`src/rtl/core/lcc_pkg.sv`:
```
package lcc_pkg;

    localparam int CONF_W  = 16;
    localparam int X_W     = 12;
    localparam int CLASS_W = 4;
    localparam int TOTAL_W = 16;
    localparam int THR_W   = 10;
    localparam int SPAN_W  = 2 * X_W;

    localparam logic [THR_W-1:0] CONFIRM_RESET = 10'd25;

    localparam logic [CLASS_W-1:0] CLS_BUCKET_EMPTY = 4'd0;
    localparam logic [CLASS_W-1:0] CLS_BUCKET_FULL  = 4'd1;
    localparam logic [CLASS_W-1:0] CLS_TRUCK_EMPTY  = 4'd2;
    localparam logic [CLASS_W-1:0] CLS_TRUCK_FULL   = 4'd3;

    typedef enum logic [1:0] {
        ST_IDLE = 2'b01,
        ST_SCAN = 2'b10
    } t_state;

    typedef struct packed {
        logic [CLASS_W-1:0] det_class;
        logic [CONF_W-1:0]  confidence;
        logic [X_W-1:0]     left_x;
        logic [X_W-1:0]     right_x;
        logic               frame_last;
    } t_det;

    typedef struct packed {
        logic [TOTAL_W-1:0] trucks_loaded;
        logic [TOTAL_W-1:0] buckets_dumped;
        logic               truck_is_full;
        logic               bucket_is_full;
        logic               truck_overflow;
    } t_result;

    // controller -> datapath
    typedef struct packed {
        logic take;      // item accepted this cycle
        logic scan_run;  // walk the span buffer
        logic finish;    // close the frame, load the result register
    } t_cmd;

    // datapath -> controller
    typedef struct packed {
        logic scan_done;
    } t_sts;

endpackage

```
`src/rtl/core/lcc_det_if.sv`:
```
interface lcc_det_if;
    import lcc_pkg::*;

    logic               valid;
    logic               ready;
    logic [CLASS_W-1:0] det_class;
    logic [CONF_W-1:0]  confidence;
    logic [X_W-1:0]     left_x;
    logic [X_W-1:0]     right_x;
    logic               frame_last;

    modport source (output valid, det_class, confidence, left_x, right_x, frame_last,
                    input ready);
    modport sink   (input valid, det_class, confidence, left_x, right_x, frame_last,
                    output ready);
endinterface

```
`src/rtl/core/lcc_res_if.sv`:
```
interface lcc_res_if;
    import lcc_pkg::*;

    logic               valid;
    logic               ready;
    logic [TOTAL_W-1:0] trucks_loaded;
    logic [TOTAL_W-1:0] buckets_dumped;
    logic               truck_is_full;
    logic               bucket_is_full;
    logic               truck_overflow;

    modport source (output valid, trucks_loaded, buckets_dumped, truck_is_full,
                    bucket_is_full, truck_overflow, input ready);
    modport sink   (input valid, trucks_loaded, buckets_dumped, truck_is_full,
                    bucket_is_full, truck_overflow, output ready);
endinterface

```
`src/rtl/core/lcc_cfg_if.sv`:
```
interface lcc_cfg_if;
    import lcc_pkg::*;

    logic             valid;
    logic             ready;
    logic [THR_W-1:0] data;

    modport source (output valid, data, input ready);
    modport sink   (input valid, data, output ready);
endinterface

```
`src/rtl/core/lcc_ctrl.sv`:
```
module lcc_ctrl (
    input  logic          i_clk,
    input  logic          i_rst_n,
    input  logic          i_det_valid,
    input  logic          i_det_last,
    input  logic          i_out_ready,
    input  lcc_pkg::t_sts i_sts,
    output logic          o_det_ready,
    output logic          o_out_valid,
    output lcc_pkg::t_cmd o_cmd
);
    import lcc_pkg::*;

    t_state r_state, n_state;
    logic   r_out_valid, n_out_valid;
    logic   take, out_free;

    assign o_det_ready = (r_state == ST_IDLE);
    assign take        = i_det_valid && o_det_ready;
    assign out_free    = !r_out_valid || i_out_ready;

    assign o_cmd.take     = take;
    assign o_cmd.scan_run = (r_state == ST_SCAN);
    assign o_cmd.finish   = (r_state == ST_SCAN) && i_sts.scan_done && out_free;

    always_comb begin
        n_state     = r_state;
        n_out_valid = r_out_valid && !i_out_ready;
        unique case (r_state)
            ST_IDLE: begin
                if (take && i_det_last) n_state = ST_SCAN;
            end
            ST_SCAN: begin
                if (o_cmd.finish) begin
                    n_state     = ST_IDLE;
                    n_out_valid = 1'b1;
                end
            end
            default: n_state = ST_IDLE;
        endcase
    end

    always_ff @(posedge i_clk) begin
        if (!i_rst_n) begin
            r_state     <= ST_IDLE;
            r_out_valid <= 1'b0;
        end else begin
            r_state     <= n_state;
            r_out_valid <= n_out_valid;
        end
    end

    assign o_out_valid = r_out_valid;

endmodule

```
`src/rtl/core/lcc_dpath.sv`:
```
module lcc_dpath #(
    parameter int MAX_TRUCKS = 64
) (
    input  logic                       i_clk,
    input  logic                       i_rst_n,
    input  lcc_pkg::t_cmd              i_cmd,
    input  lcc_pkg::t_det              i_det,
    input  logic                       i_cfg_we,
    input  logic [lcc_pkg::THR_W-1:0]  i_cfg_data,
    output lcc_pkg::t_sts              o_sts,
    output lcc_pkg::t_result           o_res
);
    import lcc_pkg::*;

    localparam int CW = $clog2(MAX_TRUCKS + 1);
    localparam int AW = (MAX_TRUCKS > 1) ? $clog2(MAX_TRUCKS) : 1;

    logic [THR_W-1:0]   r_confirm;
    logic               r_tflag, n_tflag;
    logic               r_bflag, n_bflag;
    logic [THR_W-1:0]   r_deb, n_deb;
    logic [TOTAL_W-1:0] r_ttotal, n_ttotal;
    logic [TOTAL_W-1:0] r_btotal, n_btotal;
    logic [CW-1:0]      r_cnt;
    logic               r_ovf;
    logic               r_b_seen, r_b_full;
    logic [CONF_W-1:0]  r_b_conf;
    logic [X_W-1:0]     r_b_left, r_b_right;
    logic [CW-1:0]      r_idx;
    logic               r_rd_vld;
    logic [SPAN_W-1:0]  r_rd_data;
    logic               r_hit;
    t_result            r_res;

    logic [SPAN_W-1:0]  r_span_mem [MAX_TRUCKS];

    logic               is_truck, is_bucket, det_full, buf_room, rd_issue, ov;
    logic [THR_W:0]     deb_next;
    logic [X_W-1:0]     t_left, t_right;

    assign is_truck  = (i_det.det_class == CLS_TRUCK_EMPTY) ||
                       (i_det.det_class == CLS_TRUCK_FULL);
    assign is_bucket = (i_det.det_class == CLS_BUCKET_EMPTY) ||
                       (i_det.det_class == CLS_BUCKET_FULL);
    assign det_full  = (i_det.det_class == CLS_TRUCK_FULL);
    assign buf_room  = (r_cnt < CW'(MAX_TRUCKS));
    assign deb_next  = {1'b0, r_deb} + 1'b1;

    // debounce step on each accepted truck detection
    always_comb begin
        n_deb    = r_deb;
        n_tflag  = r_tflag;
        n_ttotal = r_ttotal;
        if (i_cmd.take && is_truck) begin
            if (det_full != r_tflag) begin
                if (deb_next >= {1'b0, r_confirm}) begin
                    n_deb   = '0;
                    n_tflag = det_full;
                    if (r_tflag) n_ttotal = r_ttotal + 1'b1;
                end else begin
                    n_deb = deb_next[THR_W-1:0];
                end
            end else begin
                n_deb = '0;
            end
        end
    end

    // frame-end bucket decision
    always_comb begin
        n_bflag  = r_bflag;
        n_btotal = r_btotal;
        if (i_cmd.finish && r_b_seen) begin
            if (r_b_full) begin
                if (!r_bflag && !r_hit) n_bflag = 1'b1;
            end else if (r_bflag) begin
                if (r_hit) n_btotal = r_btotal + 1'b1;
                n_bflag = 1'b0;
            end
        end
    end

    assign rd_issue = i_cmd.scan_run && (r_idx < r_cnt);
    assign t_left   = r_rd_data[X_W-1:0];
    assign t_right  = r_rd_data[SPAN_W-1:X_W];
    assign ov       = !((r_b_right < t_left) || (t_right < r_b_left));

    assign o_sts.scan_done = !(r_idx < r_cnt) && !r_rd_vld;

    // control state
    always_ff @(posedge i_clk) begin
        if (!i_rst_n) begin
            r_confirm <= CONFIRM_RESET;
            r_tflag   <= 1'b0;
            r_bflag   <= 1'b0;
            r_deb     <= '0;
            r_ttotal  <= '0;
            r_btotal  <= '0;
            r_cnt     <= '0;
            r_ovf     <= 1'b0;
            r_b_seen  <= 1'b0;
            r_idx     <= '0;
            r_rd_vld  <= 1'b0;
            r_hit     <= 1'b0;
        end else begin
            if (i_cfg_we) r_confirm <= i_cfg_data;
            r_tflag  <= n_tflag;
            r_bflag  <= n_bflag;
            r_deb    <= n_deb;
            r_ttotal <= n_ttotal;
            r_btotal <= n_btotal;
            if (i_cmd.take) begin
                r_idx <= '0;
                r_hit <= 1'b0;
                if (is_truck) begin
                    if (buf_room) r_cnt <= r_cnt + 1'b1;
                    else          r_ovf <= 1'b1;
                end
                if (is_bucket && (!r_b_seen || i_det.confidence > r_b_conf)) begin
                    r_b_seen <= 1'b1;
                end
            end
            if (i_cmd.scan_run) begin
                r_rd_vld <= rd_issue;
                if (rd_issue) r_idx <= r_idx + 1'b1;
                if (r_rd_vld && ov) r_hit <= 1'b1;
            end
            if (i_cmd.finish) begin
                r_cnt    <= '0;
                r_ovf    <= 1'b0;
                r_b_seen <= 1'b0;
            end
        end
    end

    // payload: best bucket and result register
    always_ff @(posedge i_clk) begin
        if (i_cmd.take && is_bucket && (!r_b_seen || i_det.confidence > r_b_conf)) begin
            r_b_full  <= (i_det.det_class == CLS_BUCKET_FULL);
            r_b_conf  <= i_det.confidence;
            r_b_left  <= i_det.left_x;
            r_b_right <= i_det.right_x;
        end
        if (i_cmd.finish) begin
            r_res.trucks_loaded  <= r_ttotal;
            r_res.buckets_dumped <= n_btotal;
            r_res.truck_is_full  <= r_tflag;
            r_res.bucket_is_full <= n_bflag;
            r_res.truck_overflow <= r_ovf;
        end
    end

    // span buffer, one write and one registered read port
    always_ff @(posedge i_clk) begin
        if (i_cmd.take && is_truck && buf_room) begin
            r_span_mem[r_cnt[AW-1:0]] <= {i_det.right_x, i_det.left_x};
        end
        if (rd_issue) begin
            r_rd_data <= r_span_mem[r_idx[AW-1:0]];
        end
    end

    assign o_res = r_res;

endmodule

```
`src/rtl/core/load_cycle_counter_top.sv`:
```
// Load cycle counter. Takes one detection per item and returns one result item
// per frame, on the item that carries frame_last. Truck detections step the
// shared debounce counter as they arrive; their x-spans go to a span buffer of
// MAX_TRUCKS entries, and trucks beyond that are counted for debounce only and
// raise truck_overflow. Bucket detections keep the first highest-confidence
// one. Items without frame_last are accepted back to back while the block
// is idle. Once a frame-end item is accepted, the overlap test walks the span
// buffer through its single registered read port, one entry a cycle,
// compares each entry in the cycle after its read, and closes the frame in
// the cycle after the last compare, or directly when no truck was buffered.
// It then waits only if the previous result has not yet been taken. The
// result sits in an output register, so the block returns to accepting
// detections while that result waits. confirm_frames may be written at any
// time the block is idle and takes effect on the next truck detection.
module load_cycle_counter_top #(
    parameter int MAX_TRUCKS = 64
) (
    input  logic          i_clk,
    input  logic          i_rst_n,
    lcc_det_if.sink       i_det,
    lcc_cfg_if.sink       i_cfg,
    lcc_res_if.source     o_res
);
    import lcc_pkg::*;

    t_cmd    cmd;
    t_sts    sts;
    t_det    det;
    t_result res;

    // pack the detection channel for the datapath
    assign det.det_class  = i_det.det_class;
    assign det.confidence = i_det.confidence;
    assign det.left_x     = i_det.left_x;
    assign det.right_x    = i_det.right_x;
    assign det.frame_last = i_det.frame_last;

    // the threshold register is always writable
    assign i_cfg.ready = 1'b1;

    lcc_ctrl u_ctrl (
        .i_clk       (i_clk),
        .i_rst_n     (i_rst_n),
        .i_det_valid (i_det.valid),
        .i_det_last  (i_det.frame_last),
        .i_out_ready (o_res.ready),
        .i_sts       (sts),
        .o_det_ready (i_det.ready),
        .o_out_valid (o_res.valid),
        .o_cmd       (cmd)
    );

    lcc_dpath #(
        .MAX_TRUCKS (MAX_TRUCKS)
    ) u_dpath (
        .i_clk      (i_clk),
        .i_rst_n    (i_rst_n),
        .i_cmd      (cmd),
        .i_det      (det),
        .i_cfg_we   (i_cfg.valid),
        .i_cfg_data (i_cfg.data),
        .o_sts      (sts),
        .o_res      (res)
    );

    // drive the result channel from the output register
    assign o_res.trucks_loaded  = res.trucks_loaded;
    assign o_res.buckets_dumped = res.buckets_dumped;
    assign o_res.truck_is_full  = res.truck_is_full;
    assign o_res.bucket_is_full = res.bucket_is_full;
    assign o_res.truck_overflow = res.truck_overflow;

endmodule

```
`src/flat_wrapper.sv`:
```
// flat-port wrapper written by rule: the top's interface ports become plain ports
module load_cycle_counter_top_flat import lcc_pkg::*;
#(
    parameter int MAX_TRUCKS = 64
)
  (i_clk, i_rst_n, i_det_valid, i_det_det_class, i_det_confidence, i_det_left_x, i_det_right_x, i_det_frame_last, i_det_ready, i_cfg_valid, i_cfg_data, i_cfg_ready, o_res_valid, o_res_trucks_loaded, o_res_buckets_dumped, o_res_truck_is_full, o_res_bucket_is_full, o_res_truck_overflow, o_res_ready);
  lcc_det_if i_det_i ();
  lcc_cfg_if i_cfg_i ();
  lcc_res_if o_res_i ();
  input  logic i_clk;
  input  logic i_rst_n;
  input wire logic [$bits(i_det_i.valid)-1:0] i_det_valid;
  input wire logic [$bits(i_det_i.det_class)-1:0] i_det_det_class;
  input wire logic [$bits(i_det_i.confidence)-1:0] i_det_confidence;
  input wire logic [$bits(i_det_i.left_x)-1:0] i_det_left_x;
  input wire logic [$bits(i_det_i.right_x)-1:0] i_det_right_x;
  input wire logic [$bits(i_det_i.frame_last)-1:0] i_det_frame_last;
  output wire logic [$bits(i_det_i.ready)-1:0] i_det_ready;
  input wire logic [$bits(i_cfg_i.valid)-1:0] i_cfg_valid;
  input wire logic [$bits(i_cfg_i.data)-1:0] i_cfg_data;
  output wire logic [$bits(i_cfg_i.ready)-1:0] i_cfg_ready;
  output wire logic [$bits(o_res_i.valid)-1:0] o_res_valid;
  output wire logic [$bits(o_res_i.trucks_loaded)-1:0] o_res_trucks_loaded;
  output wire logic [$bits(o_res_i.buckets_dumped)-1:0] o_res_buckets_dumped;
  output wire logic [$bits(o_res_i.truck_is_full)-1:0] o_res_truck_is_full;
  output wire logic [$bits(o_res_i.bucket_is_full)-1:0] o_res_bucket_is_full;
  output wire logic [$bits(o_res_i.truck_overflow)-1:0] o_res_truck_overflow;
  input wire logic [$bits(o_res_i.ready)-1:0] o_res_ready;
  assign i_det_i.valid = i_det_valid;
  assign i_det_i.det_class = i_det_det_class;
  assign i_det_i.confidence = i_det_confidence;
  assign i_det_i.left_x = i_det_left_x;
  assign i_det_i.right_x = i_det_right_x;
  assign i_det_i.frame_last = i_det_frame_last;
  assign i_det_ready = i_det_i.ready;
  assign i_cfg_i.valid = i_cfg_valid;
  assign i_cfg_i.data = i_cfg_data;
  assign i_cfg_ready = i_cfg_i.ready;
  assign o_res_valid = o_res_i.valid;
  assign o_res_trucks_loaded = o_res_i.trucks_loaded;
  assign o_res_buckets_dumped = o_res_i.buckets_dumped;
  assign o_res_truck_is_full = o_res_i.truck_is_full;
  assign o_res_bucket_is_full = o_res_i.bucket_is_full;
  assign o_res_truck_overflow = o_res_i.truck_overflow;
  assign o_res_i.ready = o_res_ready;
  load_cycle_counter_top #(.MAX_TRUCKS(MAX_TRUCKS)) u_core (.i_clk(i_clk), .i_rst_n(i_rst_n), .i_det(i_det_i), .i_cfg(i_cfg_i), .o_res(o_res_i));
endmodule
```
`config.mk`:
```
export PLATFORM = sky130hd
export DESIGN_NAME = load_cycle_counter_top_flat
export DESIGN_NICKNAME = d
export VERILOG_FILES = /design/src/rtl/core/lcc_pkg.sv /design/src/rtl/core/lcc_det_if.sv /design/src/rtl/core/lcc_res_if.sv /design/src/rtl/core/lcc_cfg_if.sv /design/src/rtl/core/lcc_ctrl.sv /design/src/rtl/core/lcc_dpath.sv /design/src/rtl/core/load_cycle_counter_top.sv /design/src/flat_wrapper.sv
export SDC_FILE = /design/constraint.sdc
export NUM_CORES = 2
export LEC_CHECK = 0
export BUFFER_PORTS_ARGS = -buffer_cell sky130_fd_sc_hd__buf_2
export CAP_MARGIN = 30
export CORE_MARGIN = 8
export CORE_UTILIZATION = 36
export DETAILED_ROUTE_END_ITERATION = 6
export PLACE_DENSITY = 0.51
export SYNTH_ARGS = -nofsm -noshare
export SYNTH_HDL_FRONTEND = slang
export SYNTH_SLANG_ARGS = --single-unit
```
`constraint.sdc`:
```
create_clock -name i_clk -period 10.45 [get_ports i_clk]
set_input_delay 1.045 -clock i_clk [delete_from_list [all_inputs] [get_ports i_clk]]
set_output_delay 1.045 -clock i_clk [all_outputs]
set_load 0.01 [all_outputs]
```
# Yosys cells after proc, flatten, opt, wreduce, memory -nomap -nowiden
# Memories as Yosys holds them, arrays and structs flattened. A register that Yosys moved wholly into a read port is not among the register bits.
# Cells that the tools add are included.
# classes
n_div,0
reduce_logical,36
magnitude_cmp,6
n_addsub,5
shift,0
muxes,22
eq_ne,8
multipliers,0
bitwise,2
# op_table
operator,count
$mux W16,4
$add A16 B1 Y16 const B,2
$lt A12 B12 Y1,2
$mux W7,3
$mux W10,2
$gt A16 B16 Y1,1
$logic_and A1 B1 Y1,15
$add A7 B1 Y7 const B,2
$add A10 B1 Y11 const B,1
$ge A11 B10 Y1,1
$mux W1,10
$reduce_and A3 Y1,3
$eq A4 B2 Y1 const B,2
$logic_not A1 Y1,8
$lt A7 B7 Y1,1
$lt A7 B7 Y1 const B,1
$logic_or A1 B1 Y1,5
$eq A4 B1 Y1 const B,1
$logic_not A4 Y1,1
$mux W2,2
$pmux W2 S2,1
$reduce_and A2 Y1,2
$reduce_and A4 Y1,1
$eq A2 B1 Y1 const B,1
other kinds (6),7
# totals
mem_bits_rw,1536
elab_cells,103
rom_bits,0
mem_count,1
latch_bits,0
input_bits,60
register_bits,151
output_inout_bits,38
# memory_table
memory,depth,width,read_ports,rd_clocked_by_memory_dff,write_ports,line_no,source
u_core.u_dpath.r_span_mem,64,24,1,1,1,lcc_dpath.sv:35,logic [SPAN_W-1:0] r_span_mem [MAX_TRUCKS];

# Logic depth before layout (Yosys ltp)
# depth
word_depth,7
depth_mapped,14
mapped_depth_nobuf,11

# Hierarchy
# Synthesis repeated with hierarchy kept, for this count alone.
# hier_totals
hier_cells,3199
area_unflattened_um2,66324.9
# modules_own_cells
module,area_each_um2,cells_each,seq_area_each_um2,instances
lcc_dpath,66166.0,3182,50568.5,1
lcc_ctrl,147.6,15,60.1,1
load_cycle_counter_top,11.3,2,0.0,1

# Least setup slack after synthesis
# OpenSTA, ideal clock, no wires.
# synth_path
path_kind,input to register
from,in i_det_det_class[3]
to,"mem u_core.u_dpath.r_span_mem[39][0] (netlist bit), enable pin"
required_ns,9.983
cell_stages,4
path_slack_ns,5.380
setup_time_ns,0.467
t_arrival_ns,4.604
n_path_buf,0
cell_sequence,or3b_1 > nor3_2 > nand4_1 > nor4_1
# synth_via
elab_chain_cells,6
word_cells_on_any_way,7
cone_classes,eq/ne (2); mux (2); reduce/logical (3)
# synth_lines
element,line_no,source
from (decl),flat_wrapper.sv:13,input wire logic [$bits(i_det_i.det_class)-1:0] i_det_det_class;
"$eq A4 B2 Y1, on equally long branches","lcc_dpath.sv:41, lcc_dpath.sv:42",
$logic_or A1 B1 Y1 *,lcc_dpath.sv:41,assign is_truck = (i_det.det_class == CLS_TRUCK_EMPTY) ||
$logic_and A1 B1 Y1 * (2 in a row),lcc_dpath.sv:155,if (i_cmd.take && is_truck && buf_room) begin
$mux W1 *,lcc_dpath.sv:155,
$mux W1 (implied by the code) *,lcc_dpath.sv:156,"r_span_mem[r_cnt[AW-1:0]] <= {i_det.right_x, i_det.left_x};"
to (decl),lcc_dpath.sv:35,
# Every way passes the cells marked *; elsewhere a longest branch is shown, timed or not.

# Worst setup path in the final report
# layout_path
from,reg u_core.u_dpath.r_idx[0]
to,reg u_core.u_dpath.r_rd_data[15] (read register of u_core.u_dpath.r_span_mem) (data pin)
# layout_via
elab_chain_cells,2
# layout_lines
element,line_no,source
from (decl),lcc_dpath.sv:29,logic [CW-1:0] r_idx;
from (signal assigned),lcc_dpath.sv:125,if (rd_issue) r_idx <= r_idx + 1'b1;
$lt A7 B7 Y1,lcc_dpath.sv:83,assign rd_issue = i_cmd.scan_run && (r_idx < r_cnt);
$logic_and A1 B1 Y1,lcc_dpath.sv:83,
to (decl),lcc_dpath.sv:31,logic [SPAN_W-1:0] r_rd_data;
# Several ways; a longest one is shown, not always the timed one.
# A chain may end at the register's enable or synchronous reset.

==> impl_metrics.tcl <==
set metrics [dict create \
    worstHoldStart "i_det_confidence[9]" \
    cp.arrival_ns 5.03 \
    tightest_slew_ns 1.05 \
    drc_errors 0 \
    r2r.worst_path.cells 7 \
    final_core_util_pct 41.5 \
    avgSynthCellArea_sq_um 20.8 \
    worstSetupPathType "reg -> reg" \
    post_dp_cell_area_sq_um 71000 \
    ys_top_cells_by_area "edfxtp_1 74%, mux4_2 14%, dfxtp_1 2.2%" \
    hpwl_um 106000 \
    detail-route-antenna-nets 0 \
    grt-ovfl-total 0 \
    die_h_um 447 \
    synthCells 3207 \
    routed_wl_um 180000 \
    clk_latency_ns 0.83 \
    maxCapViolations 0 \
    synth_edf_count 1636 \
    hold_buffers 0 \
    worstHoldEndpoint "u_core.u_dpath.r_b_conf[9]" \
    io_pins 98 \
    synth_warnings 0 \
    drt_iter0_markers 3782 \
    avgRoutedWirePerCell_um 29.7 \
    antenna_found_initial 16 \
    htree_levels 4 \
    netlist_area_sq_um 66800 \
    grt_setup_unrepaired "no" \
    viasPerCell 5.44 \
    cts_setup_buffers 0 \
    cp.required_ns 11.03 \
    yosysTopAreaCellShare_pct 73.5 \
    synthArstFlopShare_pct 0 \
    io_buffers 96 \
    finalNetCount 3542 \
    cts_tree "built" \
    hp-class "in -> reg" \
    rows 158 \
    fp.coreArea_sq_um 185000 \
    worstReg2RegStart "u_core.u_dpath.r_idx[0]" \
    crit_chain "buf_4, buf_4, mux4_2, mux4_2, nor2_1, nor3_1, a221o_1" \
    crit_path_top_delay_cell "dfxtp_4" \
    clkSinkCount 1711 \
    numCtsBuffers 180 \
    start_util_pct 36.1 \
    syn_nets 3326 \
    status "completed" \
    critPathMaxFanout 40 \
    grt_pass1_vias 32706 \
    cts_resized 0 \
    drive_gt1_share_pct 26.5 \
    fmax_mhz 225 \
    pwr_density_cell_nw_per_um2 181 \
    finalCritPeriodShare_pct 42.6 \
    path_delay_family "buffers and inverters" \
    clkSlewWorstSetupHoldPaths_ns 0.06 \
    cts_buffer_depth 3 \
    area_growth_pct 14.8 \
    yosys_register_bits 1711 \
    finalHoldViolCount 0 \
    end_kind "flop" \
    die-width_um 447 \
    critPathBufInv 2 \
    grt_max_degree 117 \
    clock-root-buffer "clkbuf_16" \
    slew_viol_final 0 \
    p_leak_nw 23.2 \
    synth_area_leader_cell "edfxtp_1" \
    grt.total_usage_pct 17.7 \
    timing.slew.headroom_pct 30.1 \
    die_area_sq_um 200000 \
    reg2reg_to "u_core.u_dpath.r_rd_data[15]" \
    synth.most_common_cell "edfxtp_1" \
    ys_types 61 \
    r2r_setup_slack_ns 6.00 \
    tns_ns 0 \
    netlist_top_cells_count "1636 x edfxtp_1, 418 x mux4_2, 141 x nor2_1, 104 x mux2i_1, 75 x dfxtp_1" \
    vias 32937 \
    post-route-cell-area_sq_um 76700 \
    finalCriticalPeriod_ns 4.45 \
    grt_pass1_wl_um 254000 \
    hold_path_depth 1 \
    synthFlopType "edfxtp_1" \
    ys_seq_area_share_pct 75.8 \
    fillers 16118 \
    setup_viol 0 \
    clock_skew_ns 0.0368 \
    gp_congestion 0.820 \
    first_pass_iters 5 \
    peakVddDrop_mv 0.135 \
    worstSetupStartpointType "flop" \
    slowest_delay_ns 0.88 \
]
[per-stage QoR]
| stage | instances | setup slack [ns] | hold WS [ns] | total power, W |
|---|---|---|---|---|
| finish | 6055 | 6.00 | 0.438 | 0.0138 |
| global route | 6048 | 5.70 | 0.395 | 0.0142 |
| CTS | 6041 | 5.88 | 0.373 | 0.0140 |
| detailed placement | 5716 | 5.77 | 0.437 | 0.00786 |
| global placement | 5690 | 4.53 | 0.433 | 0.00786 |
| floorplan | 3207 | 5.38 | 0.409 | 0.00770 |
[cells by family after synthesis]
kind of cell | after synthesis | share of synthesized area [%]
AO/OA/AOI/OAI | 236 | 2.36
XOR/XNOR | 23 | 0.302
adder cells (fa/ha/maj) | 59 | 1.10
buffers and inverters | 230 | 1.64
flip-flops | 1711 | 75.8
multiplexers | 529 | 15.8
other | 1 | 0.00561
AND/OR/NAND/NOR | 418 | 3.04
[how the worst max path moves through the flow]
stage,endpoint,slack [ns],cells after the start,from
final,u_core.u_dpath.r_rd_data[15],6.00,7,u_core.u_dpath.r_idx[0]
after global routing,u_core.u_dpath.r_rd_data[15],5.70,7,u_core.u_dpath.r_idx[0]
after CTS,u_core.u_dpath.r_rd_data[1],5.88,6,u_core.u_dpath.r_idx[0]
after detailed placement,u_core.u_dpath.r_span_mem[4][12],5.77,5,i_det_det_class[3]
after global placement,u_core.u_dpath.r_rd_data[10],4.53,8,u_core.u_dpath.r_idx[1]
after floorplan,u_core.u_dpath.r_span_mem[39][0],5.38,4,i_det_det_class[3]
[power by group]
group	switching [W]	leakage, nW	internal (W)	total (W)
sequential	0.00000387	15.3	0.00751	0.00751
combinational	0.000168	5.16	0.0000333	0.000201
clock	0.00268	2.73	0.00345	0.00613
[state kept, by name, summed over array words and instances, names as in the netlist]
signal                     count
u_core.u_ctrl.r_state          2
u_core.u_dpath.r_btotal       16
u_core.u_dpath.r_rd_data      24
u_core.u_dpath.r_b_full        1
u_core.u_dpath.r_confirm      10
u_core.u_dpath.r_rd_vld        1
u_core.u_dpath.r_b_conf       16
u_core.u_dpath.r_hit           1
u_core.u_dpath.r_ovf           1
u_core.u_dpath.r_ttotal       16
u_core.u_dpath.r_span_mem   1536
u_core.u_dpath.r_deb          10
u_core.u_dpath.r_b_seen        1
u_core.u_dpath.o_res          35
u_core.u_dpath.r_idx           7
u_core.u_dpath.r_b_left       12
u_core.u_ctrl.o_out_valid      1
u_core.u_dpath.r_cnt           7
u_core.u_dpath.r_tflag         1
u_core.u_dpath.r_bflag         1
u_core.u_dpath.r_b_right      12
[per-layer routing]
metal	routed length, um	GRT usage [%]	vias up	part of all wire, %
met5	13	0	-	0.0072
met3	13900	3.93	242	7.7
met4	4110	4.49	2	2.3
met1	82100	26.7	17664	46
met2	79900	26.2	1238	44
li1	-	-	13791	-
[final cells by class]
cell class | count | area, sq um | area share [%]
clock buffers | 225 | 4700 | 6.14
flip-flops and latches | 1711 | 50600 | 66.1
multi-input cells | 1266 | 15600 | 20.3
repair buffers | 200 | 1520 | 1.98
diodes | 9 | 22.5 | 0.0294
inverters | 64 | 240 | 0.313
clock inverters | 100 | 876 | 1.14
well taps | 2480 | 3100 | 4.05
[worst reg2reg max path: stages (launching register included)]
cell	delay [ns]
dfxtp_4	0.88
buf_4	0.77
buf_4	0.73
mux4_2	0.64
mux4_2	0.50
nor2_1	0.25
nor3_1	0.15
a221o_1	0.31
[cell usage in the layout, fill, tap and decap left out, types with 63 or more instances in the layout]
master     count
mux4_2       418
buf_2         96
dfxtp_1       70
buf_4         82
edfxtp_1    1636
mux2i_1      104
clkbuf_16    181
nand2_1       72
nor2_1        81
inv_1         63
Power figures use the tool's default switching activity.
